==> src/mpbp_pkg.sv <==
// Shared types, constants and the character code table of the Morse pattern buffer player.
// Used by mpbp_encoder, morse_pattern_buffer_player_top and the testbench; no dependencies.
package mpbp_pkg;

	localparam int BUFFER_BYTES = 32;
	localparam int STORE_BITS   = BUFFER_BYTES * 8;
	localparam int ADDR_W       = $clog2(STORE_BITS);
	localparam int LEN_W        = $clog2(STORE_BITS + 1);
	localparam int CODE_W       = 6;

	typedef enum logic [2:0] {
		CMD_TICK    = 3'd0,
		CMD_CHAR    = 3'd1,
		CMD_RAW     = 3'd2,
		CMD_CLEAR   = 3'd3,
		CMD_RESTART = 3'd4
	} cmd_t;

	typedef enum logic [1:0] {
		ST_IDLE,
		ST_ENC,
		ST_RD,
		ST_RESP
	} state_t;

	// one LED bit from the encoder
	typedef struct packed {
		logic vld;
		logic bit_val;
		logic last;
	} emit_t;

	// code is left aligned: first symbol at the MSB, 1 is a dash
	typedef struct packed {
		logic              known;
		logic              space;
		logic [2:0]        nsym;
		logic [CODE_W-1:0] code;
	} glyph_t;

	function automatic glyph_t glyph_lookup(input logic [7:0] c);
		logic [7:0] cu;
		glyph_t     g;
		cu = c;
		// fold lower case to upper case
		if (c >= "a" && c <= "z") begin
			cu = c - 8'd32;
		end
		g = '{known: 1'b1, space: 1'b0, nsym: 3'd0, code: 6'b000000};
		case (cu)
			" ":   g.space = 1'b1;
			"A":   begin g.nsym = 3'd2; g.code = 6'b010000; end
			"B":   begin g.nsym = 3'd4; g.code = 6'b100000; end
			"C":   begin g.nsym = 3'd4; g.code = 6'b101000; end
			"D":   begin g.nsym = 3'd3; g.code = 6'b100000; end
			"E":   begin g.nsym = 3'd1; g.code = 6'b000000; end
			"F":   begin g.nsym = 3'd4; g.code = 6'b001000; end
			"G":   begin g.nsym = 3'd3; g.code = 6'b110000; end
			"H":   begin g.nsym = 3'd4; g.code = 6'b000000; end
			"I":   begin g.nsym = 3'd2; g.code = 6'b000000; end
			"J":   begin g.nsym = 3'd4; g.code = 6'b011100; end
			"K":   begin g.nsym = 3'd3; g.code = 6'b101000; end
			"L":   begin g.nsym = 3'd4; g.code = 6'b010000; end
			"M":   begin g.nsym = 3'd2; g.code = 6'b110000; end
			"N":   begin g.nsym = 3'd2; g.code = 6'b100000; end
			"O":   begin g.nsym = 3'd3; g.code = 6'b111000; end
			"P":   begin g.nsym = 3'd4; g.code = 6'b011000; end
			"Q":   begin g.nsym = 3'd4; g.code = 6'b110100; end
			"R":   begin g.nsym = 3'd3; g.code = 6'b010000; end
			"S":   begin g.nsym = 3'd3; g.code = 6'b000000; end
			"T":   begin g.nsym = 3'd1; g.code = 6'b100000; end
			"U":   begin g.nsym = 3'd3; g.code = 6'b001000; end
			"V":   begin g.nsym = 3'd4; g.code = 6'b000100; end
			"W":   begin g.nsym = 3'd3; g.code = 6'b011000; end
			"X":   begin g.nsym = 3'd4; g.code = 6'b100100; end
			"Y":   begin g.nsym = 3'd4; g.code = 6'b101100; end
			"Z":   begin g.nsym = 3'd4; g.code = 6'b110000; end
			"0":   begin g.nsym = 3'd5; g.code = 6'b111110; end
			"1":   begin g.nsym = 3'd5; g.code = 6'b011110; end
			"2":   begin g.nsym = 3'd5; g.code = 6'b001110; end
			"3":   begin g.nsym = 3'd5; g.code = 6'b000110; end
			"4":   begin g.nsym = 3'd5; g.code = 6'b000010; end
			"5":   begin g.nsym = 3'd5; g.code = 6'b000000; end
			"6":   begin g.nsym = 3'd5; g.code = 6'b100000; end
			"7":   begin g.nsym = 3'd5; g.code = 6'b110000; end
			"8":   begin g.nsym = 3'd5; g.code = 6'b111000; end
			"9":   begin g.nsym = 3'd5; g.code = 6'b111100; end
			".":   begin g.nsym = 3'd6; g.code = 6'b010101; end
			",":   begin g.nsym = 3'd6; g.code = 6'b110011; end
			":":   begin g.nsym = 3'd6; g.code = 6'b111000; end
			"?":   begin g.nsym = 3'd6; g.code = 6'b001100; end
			8'h27: begin g.nsym = 3'd6; g.code = 6'b011110; end
			"-":   begin g.nsym = 3'd6; g.code = 6'b100001; end
			"/":   begin g.nsym = 3'd5; g.code = 6'b100100; end
			"(":   begin g.nsym = 3'd6; g.code = 6'b101101; end
			8'h22: begin g.nsym = 3'd6; g.code = 6'b010010; end
			"@":   begin g.nsym = 3'd6; g.code = 6'b011010; end
			"=":   begin g.nsym = 3'd5; g.code = 6'b100010; end
			default: g.known = 1'b0;
		endcase
		return g;
	endfunction

endpackage

==> src/morse_pattern_buffer_player_top.sv <==
// Morse pattern buffer player: encodes characters into an LED bit store and plays it on ticks.
// Depends on mpbp_pkg and mpbp_encoder.
// A tick with bits left reads the store in ST_RD and a known character is encoded in ST_ENC;
// every word answers from ST_RESP. Words are taken one at a time, only in ST_IDLE.
// Reset clears length, play position and handshake state; repeat_q resets to 1.
module morse_pattern_buffer_player_top (
	input  logic       clk,
	input  logic       arst_n,
	input  logic       cfg_wr_en,
	input  logic       cfg_wr_data,
	input  logic       in_valid,
	output logic       in_ready,
	input  logic [2:0] command,
	input  logic [7:0] char_code,
	input  logic       raw_bit,
	output logic       out_valid,
	input  logic       out_ready,
	output logic       led,
	output logic       accepted
);
	import mpbp_pkg::*;

	state_t           state_q, state_d;
	emit_t            emit;
	glyph_t           glyph;
	logic             mem [STORE_BITS];
	logic             rd_q;
	logic [LEN_W-1:0] len_q;
	logic [LEN_W-1:0] pos_q;
	logic [LEN_W-1:0] pos_inc;
	logic             repeat_q;
	logic             res_led_q;
	logic             res_ok_q;
	logic             out_valid_q;
	logic             led_q;
	logic             accepted_q;
	logic             in_fire;
	logic             enc_start;
	logic             app_en;
	logic             app_bit;
	logic             can_app;
	logic             out_load;
	logic             can_play;

	assign glyph    = glyph_lookup(char_code);
	assign can_app  = (len_q < LEN_W'(STORE_BITS));
	assign can_play = (pos_q < len_q);
	assign pos_inc  = pos_q + 1'b1;

	mpbp_encoder u_enc (
		.clk       (clk),
		.arst_n    (arst_n),
		.start     (enc_start),
		.char_code (char_code),
		.emit      (emit)
	);

	always_comb begin
		state_d = state_q;
		case (state_q)
			ST_IDLE: begin
				if (in_valid) begin
					if (command == CMD_TICK && can_play) begin
						state_d = ST_RD;
					end else if (command == CMD_CHAR && glyph.known) begin
						state_d = ST_ENC;
					end else begin
						state_d = ST_RESP;
					end
				end
			end
			ST_ENC: begin
				if (emit.vld && emit.last) begin
					state_d = ST_RESP;
				end
			end
			ST_RD:   state_d = ST_RESP;
			ST_RESP: begin
				if (!out_valid_q || out_ready) begin
					state_d = ST_IDLE;
				end
			end
			default: state_d = ST_IDLE;
		endcase
	end

	always_comb begin
		in_ready  = (state_q == ST_IDLE);
		in_fire   = in_valid && in_ready;
		enc_start = in_fire && (command == CMD_CHAR) && glyph.known;
		app_en    = (in_fire && (command == CMD_RAW)) || emit.vld;
		app_bit   = emit.vld ? emit.bit_val : raw_bit;
		out_load  = (state_q == ST_RESP) && (!out_valid_q || out_ready);
	end

	always_ff @(posedge clk or negedge arst_n) begin
		if (!arst_n) begin
			state_q <= ST_IDLE;
		end else begin
			state_q <= state_d;
		end
	end

	// bit store: one write and one registered read per cycle
	always_ff @(posedge clk) begin
		if (app_en && can_app) begin
			mem[len_q[ADDR_W-1:0]] <= app_bit;
		end
		rd_q <= mem[pos_q[ADDR_W-1:0]];
	end

	always_ff @(posedge clk or negedge arst_n) begin
		if (!arst_n) begin
			len_q    <= '0;
			pos_q    <= '0;
			repeat_q <= 1'b1;
		end else begin
			if (app_en && can_app) begin
				len_q <= len_q + 1'b1;
			end
			if (in_fire && command == CMD_CLEAR) begin
				len_q <= '0;
				pos_q <= '0;
			end
			if (in_fire && command == CMD_RESTART) begin
				pos_q <= '0;
			end
			if (state_q == ST_RD) begin
				// wrap at the end when looping
				pos_q <= (pos_inc >= len_q && repeat_q) ? '0 : pos_inc;
			end
			if (cfg_wr_en) begin
				repeat_q <= cfg_wr_data;
				if (cfg_wr_data && !can_play) begin
					pos_q <= '0;
				end
			end
		end
	end

	always_ff @(posedge clk) begin
		if (in_fire) begin
			res_led_q <= 1'b0;
			res_ok_q  <= (command == CMD_RAW) && can_app;
		end
		if (state_q == ST_ENC && emit.vld && emit.last) begin
			res_ok_q <= can_app;
		end
		if (state_q == ST_RD) begin
			res_led_q <= rd_q;
			res_ok_q  <= 1'b1;
		end
		if (out_load) begin
			led_q      <= res_led_q;
			accepted_q <= res_ok_q;
		end
	end

	always_ff @(posedge clk or negedge arst_n) begin
		if (!arst_n) begin
			out_valid_q <= 1'b0;
		end else if (out_load) begin
			out_valid_q <= 1'b1;
		end else if (out_ready) begin
			out_valid_q <= 1'b0;
		end
	end

	assign out_valid = out_valid_q;
	assign led       = led_q;
	assign accepted  = accepted_q;

	a_len_bound: assert property (@(posedge clk) disable iff (!arst_n)
		len_q <= LEN_W'(STORE_BITS))
		else $error("sequence length beyond store size");

	a_pos_le_len: assert property (@(posedge clk) disable iff (!arst_n)
		pos_q <= len_q)
		else $error("play position past sequence length");

	a_emit_in_enc: assert property (@(posedge clk) disable iff (!arst_n)
		emit.vld |-> state_q == ST_ENC)
		else $error("encoder bit outside encode state");

	a_enc_done: assert property (@(posedge clk) disable iff (!arst_n)
		(state_q == ST_ENC && emit.vld && emit.last) |=> state_q == ST_RESP)
		else $error("encode end did not reach response");

	a_rd_resp: assert property (@(posedge clk) disable iff (!arst_n)
		state_q == ST_RD |=> state_q == ST_RESP)
		else $error("store read did not reach response");

endmodule

==> src/mpbp_encoder.sv <==
// Symbol sequencer: turns one character into its LED bit stream, one bit per cycle.
// Depends on mpbp_pkg (glyph table, emit_t).
module mpbp_encoder (
	input  logic            clk,
	input  logic            arst_n,
	input  logic            start,
	input  logic [7:0]      char_code,
	output mpbp_pkg::emit_t emit
);
	import mpbp_pkg::*;

	glyph_t            glyph;
	logic [CODE_W-1:0] code_q;
	logic [2:0]        nsym_q;
	logic [1:0]        step_q;
	logic [2:0]        gap_q;
	logic              busy_q;
	logic [1:0]        last_step;
	logic              in_sym;

	assign glyph     = glyph_lookup(char_code);
	assign in_sym    = (nsym_q != 3'd0);
	// a dot is 1,0 and a dash is 1,1,1,0
	assign last_step = code_q[CODE_W-1] ? 2'd3 : 2'd1;

	always_comb begin
		emit.vld     = busy_q;
		emit.bit_val = in_sym && (step_q != last_step);
		emit.last    = !in_sym && (gap_q == 3'd1);
	end

	always_ff @(posedge clk or negedge arst_n) begin
		if (!arst_n) begin
			busy_q <= 1'b0;
			nsym_q <= '0;
			step_q <= '0;
			gap_q  <= '0;
			code_q <= '0;
		end else if (start) begin
			busy_q <= 1'b1;
			nsym_q <= glyph.nsym;
			code_q <= glyph.code;
			step_q <= '0;
			gap_q  <= glyph.space ? 3'd4 : 3'd2;
		end else if (busy_q) begin
			if (in_sym) begin
				if (step_q == last_step) begin
					// advance to the next symbol
					step_q <= '0;
					code_q <= {code_q[CODE_W-2:0], 1'b0};
					nsym_q <= nsym_q - 3'd1;
				end else begin
					step_q <= step_q + 2'd1;
				end
			end else begin
				gap_q <= gap_q - 3'd1;
				if (gap_q == 3'd1) begin
					busy_q <= 1'b0;
				end
			end
		end
	end

endmodule

==> config.mk <==
export PLATFORM = sky130hd
export DESIGN_NAME = morse_pattern_buffer_player_top
export DESIGN_NICKNAME = d
export VERILOG_FILES = /design/src/mpbp_pkg.sv /design/src/morse_pattern_buffer_player_top.sv /design/src/mpbp_encoder.sv
export SDC_FILE = /design/constraint.sdc
export NUM_CORES = 1
export LEC_CHECK = 0
export BUFFER_PORTS_ARGS = -buffer_cell sky130_fd_sc_hd__buf_2
export CAP_MARGIN = 20
export CORE_UTILIZATION = 35
export DETAILED_ROUTE_END_ITERATION = 10
export GPL_TIMING_DRIVEN = 1
export HOLD_SLACK_MARGIN = 0.03
export MAX_ROUTING_LAYER = met4
export SYNTH_ARGS = -nofsm -noshare
export SYNTH_HDL_FRONTEND = slang
export SYNTH_HIERARCHICAL = 1
export SYNTH_SLANG_ARGS = --single-unit
==> constraint.sdc <==
create_clock -name clk -period 7.85 [get_ports clk]
set_clock_uncertainty 0.2 [all_clocks]
set_input_delay 0.785 -clock clk [delete_from_list [all_inputs] [get_ports clk]]
set_output_delay 0.785 -clock clk [all_outputs]
set_load 0.01 [all_outputs]
* Word-level counts from Yosys, hierarchy flattened *
Memory sizes are Yosys's and may differ from the RTL's. A register that Yosys moved wholly into a read port is not among the register bits.
Cells that the tools add are included.

word-level totals
  bits in writable memories = 256
  bits in latches = 0
  output and inout bits = 4
  logic and storage cells = 175
  input bits = 18
  register bits after elaboration = 41
  ROM bits = 0
  memories = 1

memory list
  name  words  bits a word  read ports  clocked after memory_dff  wr ports  RTL line                               source
  mem   256    1            1           1                         1         morse_pattern_buffer_player_top.sv:26  logic mem [STORE_BITS];

cells by class
  shift-type cells = 0
  add/sub/neg operators = 6
  multipliers = 0
  muxes and demuxes = 48
  magnitude comparators = 5
  div/mod/pow operators = 0
  reductions and logical operators = 39
  eq/ne operators = 62
  bitwise operators = 0

operators by type and width
  cell                   number
  $pmux W9 S47           1
  $eq A8 B7 Y1 const B   27
  $eq A8 B6 Y1 const B   21
  $mux W9                8
  $reduce_or A48 Y1      1
  $mux W3                8
  $mux W6                4
  $mux W2                10
  $logic_and A1 B1 Y1    19
  $add A9 B1 Y9 const B  2
  $mux W1                15
  $reduce_bool A2 Y1     7
  $ge A9 B9 Y1           1
  $lt A9 B9 Y1           1
  $lt A9 B9 Y1 const B   1
  $ge A8 B7 Y1 const B   1
  $le A8 B7 Y1 const B   1
  $mux W8                1
  $ne A2 B2 Y1 const B   4
  $pmux W2 S4            1
  $sub A8 B6 Y8 const B  1
  $eq A3 B1 Y1 const B   2
  $eq A3 B2 Y1 const B   2
  $reduce_and A3 Y1      2
  13 further kinds       19

* Longest topological paths before layout *
  word-level depth = 11
  gate-level depth with buffers = 16

* Cells and area by module *
Netlist, hierarchy kept.

modules (own cells, without submodules)
  module                           cells each  instances  area each (µm²)  sequential area each (µm²)
  morse_pattern_buffer_player_top  956         1          13073.8          8369.3
  mpbp_encoder                     253         1          1806.7           375.4

* Worst setup path after synthesis *
Ideal clock, no wire load.

  kind = reg2reg
  from = register u_enc.nsym_q[0]
  to = memory mem[0], data pin
  setup time = 556 ps
  stages on the path, launching flop included = 6
  arrival = 2658 ps
  setup slack = 4436 ps
  buffers on the path = 0
  cells stage by stage = dfrtp_1 > inv_1 > ha_1 > nor2b_1 > a21oi_1 > mux2_2

RTL lines
  item                      RTL line                               source
  start: declaration        mpbp_encoder.sv:14                     logic [2:0] nsym_q;
  start signal: assignment  mpbp_encoder.sv:41                     nsym_q <= glyph.nsym;
  start signal: assignment  mpbp_encoder.sv:51                     nsym_q <= nsym_q - 3'd1;
  end: declaration          morse_pattern_buffer_player_top.sv:26

* Worst setup path in the final report *
  from = register pos_q[3]
  to = register pos_q[1]

between the ends
  cells in the longest elaborated chain, start to end = 7

ends and longest elaborated chain
  item                      RTL line                                source
  start: declaration        morse_pattern_buffer_player_top.sv:29   logic [LEN_W-1:0] pos_q;
  start signal: assignment  morse_pattern_buffer_player_top.sv:130  pos_q <= (pos_inc >= len_q && repeat_q) ? '0 : pos_inc;
  $add A9 B1 Y9             morse_pattern_buffer_player_top.sv:48   assign pos_inc = pos_q + 1'b1;
  $ge A9 B9 Y1              morse_pattern_buffer_player_top.sv:130
  $logic_and A1 B1 Y1       morse_pattern_buffer_player_top.sv:130
  $mux W9                   morse_pattern_buffer_player_top.sv:130
  $mux W9                   morse_pattern_buffer_player_top.sv:128  if (state_q == ST_RD) begin
  $mux W9                   morse_pattern_buffer_player_top.sv:134  if (cfg_wr_data && !can_play) begin
  $mux W9 *                 morse_pattern_buffer_player_top.sv:132  if (cfg_wr_en) begin

Every way passes the cells marked *; elsewhere a longest branch is shown, timed or not.
A chain may end at the register's enable or synchronous reset.

==> impl_metrics.csv <==
group,metric,value,unit
floorplan,rows,75,
cells_and_area,register_area,8750,um2
pwr,ir_worst_vdd,0.153,mV
pwr,p_total,4.86,mW
yosys,avgSynthCellArea,12.3,um2
setup_path,cp.arrival,4.11,ns
run,maxCapViolations,0,
floorplan,fp.coreArea,41900,um2
yosys,synth_ff_type,"edfxtp_1",
cells_and_area,diodes,0,
pwr,combPwrFrac,0.270,
floorplan,initial_utilization,0.355,
setup_path,crit_fanout,16,
drt,wire_per_inst,20.5,um
sta,worstMarginPinSlew,1.10,ns
clock_network,clock-sinks,298,
drt,ant_nets,0,
cells_and_area,postLayoutCellArea,16500,um2
clock_network,ctsResizeCount,0,
setup_path,slowest_delay,0.71,ns
floorplan,die_x,208,um
clock_network,numCtsBuffers,35,
placed_design,dp_hpwl,21400,um
sta,relSlewSlack,0.264,
setup_path,worstPathRequired,8.06,ns
drt,routed_via_density,5.57,
cells_and_area,drive_gt1_frac,0.152,
sta,fin_crit,3.90,ns
worst_hold_path,hold_class,"input pin to asynchronous set/reset pin",
pwr,p_int,3.34,mW
drt,routed-wl-met3,2190,um
sta,worst_hold_slack,0.202,ns
placed_design,place_area,15400,um2
yosys,synth_edf_count,259,
yosys,synth_nets,1260,
yosys,synth-seq-cells,298,
clock_network,clk_latency,0.53,ns
cells_and_area,final_cell_mix,"315 x nor2_1, 259 x edfxtp_1, 66 x mux4_2, 61 x nand2_1, 45 x a21oi_1",
grt,grt_pass1_vias,9810,
yosys,ys_types,85,
sta,fmax,0.256,GHz
clock_network,htreeDepth,2,
run_status,status,"complete, no violations",
cells_and_area,fin_util,0.394,
setup_path,cp-start-kind,"flop",
grt,overflow,0,
sta,drv_slew,0,
drt,vias,9790,
pwr,p_per_area,294,nW/um2
setup_path,cp-end-kind,"flop",
setup_path,crit_slowest_cell,"and2_1",
pwr,switchingPower,1.52,mW
sta,min_period_over_period,0.497,
drt,top_layer,"met4",
clock_network,cts_setup_buffers,0,
placed_design,portBuffers,21,
drt,drt_first_pass_iters,6,
yosys,async_flop_share,0.124,
cells_and_area,areaGrowthSynthToFinish,10.9,%
sta,setup_viol,0,
grt,antenna_found_initial,0,
grt,grt_use_total,0.175,
drt,drt_iter0_drc,1120,
grt,grt_pass1_wl,57100,um
yosys,synth.yosys.seq_area_share,0.588,
setup_path,path_class,"flop to flop",
clock_network,cts.path.max_buffers,3,
grt,grt_max_degree,136,
cells_and_area,multiInputGateArea,5640,um2
setup_path,cp.buffers_inverters,0,
sta,setup_tns,0,ns
drt,wl,36100,um
pwr,swShare,0.313,
placed_design,gp_congestion,0.913,
clock_network,holdBufCountCts,0,
cells_and_area,fillers,3891,
setup_path,crit_chain,"and2_1 > nand2_1 > nor2_1 > nand3_1 > xnor2_1 > ha_1 > o21ai_0 > nand2_1 > o21ai_0 > a21oi_1 > o21ai_0 > and2_1",
drt,wl_met1,15800,um
pwr,seq_power_share,0.407,
clock_network,clockRootBuffer,"clkbuf_16",
setup_path,crit_family,"simple AND/OR/NAND/NOR gates",
drt,drc,0,
cells_and_area,fin_nets,1246,
pwr,leakagePower,5.25,nW
yosys,synthCells,1209,
floorplan,ioPinCount,22,
sta,rsz0062_at_grt,"false",
floorplan,dieArea,43300,um2
clock_network,clk_pin_slew,0.07,ns
clock_network,cts_tree,"done",
cells_and_area,final_common_cell,"nor2_1",
floorplan,die_h,208,um
yosys,ys_warn_count,6,
yosys,synth_area,14900,um2
drt,wl_met2,17500,um
sta,hold_viol_final,0,
setup_path,crit_path_frequent_cell,"o21ai_0",
pwr,clock_power_share,0.323,
[sequential cells by signal, summed over array words and instances, names as in the netlist]
name	cells
accepted	1
led	1
len_q	9
mem	256
out_valid	1
pos_q	9
rd_q	1
repeat_q	1
res_led_q	1
res_ok_q	1
state_q	2
u_enc/busy_q	1
u_enc/code_q	6
u_enc/gap_q	3
u_enc/nsym_q	3
u_enc/step_q	2
[power groups by stage]
| stage | sequential [mW] | combinational (mW) | clock, mW |
|---|---|---|---|
| 3_3_place_gp | 2.01 | 1.30 | 0 |
| 3_5_place_dp | 2.01 | 1.32 | 0 |
| 6_report | 1.98 | 1.31 | 1.57 |
| 2_1_floorplan | 1.92 | 1.06 | 0 |
| 5_1_grt | 2.00 | 1.45 | 1.67 |
| 4_1_cts | 1.98 | 1.33 | 1.60 |
[logic make-up after synthesis]
family	Yosys count	share of synthesized area
AND/OR/NAND/NOR	492	0.147
flip-flops	298	0.588
AO/OA/AOI/OAI	181	0.0876
buffers and inverters	113	0.0345
multiplexers	71	0.104
adder cells (fa/ha/maj)	33	0.0277
XOR/XNOR	21	0.0124
[final timing paths]
kind                       startpoint  endpoint  slack, ns  cells past startpoint
max                          pos_q[3]  pos_q[1]       3.95                     12
min reg2reg                 res_led_q       led       0.22                      0
max reg2reg                  pos_q[3]  pos_q[1]       3.95                     12
min in group clk            res_led_q       led       0.22                      0
min                            arst_n  pos_q[4]       0.20                      1
max in group asynchronous      arst_n  pos_q[0]       6.57                      1
[routing by layer]
metal | vias to the layer above | global-route usage
li1 | 4447 | -
met1 | 4951 | 0.233
met2 | 339 | 0.283
met3 | 53 | 0.0264
met4 | 0 | 0.0391
met5 | - | -
[stage by stage]
| stage | worst slack [ns] | cells |
|---|---|---|
| 2_1_floorplan | 4.44 | 1209 |
| 3_3_place_gp | 4.05 | 1694 |
| 3_5_place_dp | 3.95 | 1695 |
| 4_1_cts | 3.92 | 1756 |
| 5_1_grt | 3.58 | 1758 |
| 6_report | 3.95 | 1758 |
[synth_stat cells (all sizes together), types with 8 or more instances]
cell type	count	area share
nand3	23	0.0091
xnor2	16	0.0094
a22o	8	0.0047
a21oi	47	0.017
and3	9	0.0038
nand2b	12	0.0050
edfxtp	259	0.52
nand2	65	0.017
buf	37	0.015
nor4	8	0.0034
nor3	14	0.0047
ha	33	0.028
a22oi	19	0.0096
mux4	66	0.10
clkbuf	47	0.012
a211oi	8	0.0052
nor2	317	0.081
inv	29	0.0073
dfrtp	36	0.061
o22ai	13	0.0055
o21ai	20	0.0067
nor2b	9	0.0038
[layout make-up]
type                            instances  area share
Multi-Input combinational cell        798       0.341
Tap cell                              539      0.0408
Timing Repair Buffer                   33      0.0142
Clock inverter                         22      0.0123
Inverter                               29     0.00659
Sequential cell                       298       0.530
Clock buffer                           39      0.0546
No activity file was read; power rests on OpenSTA's default activity.
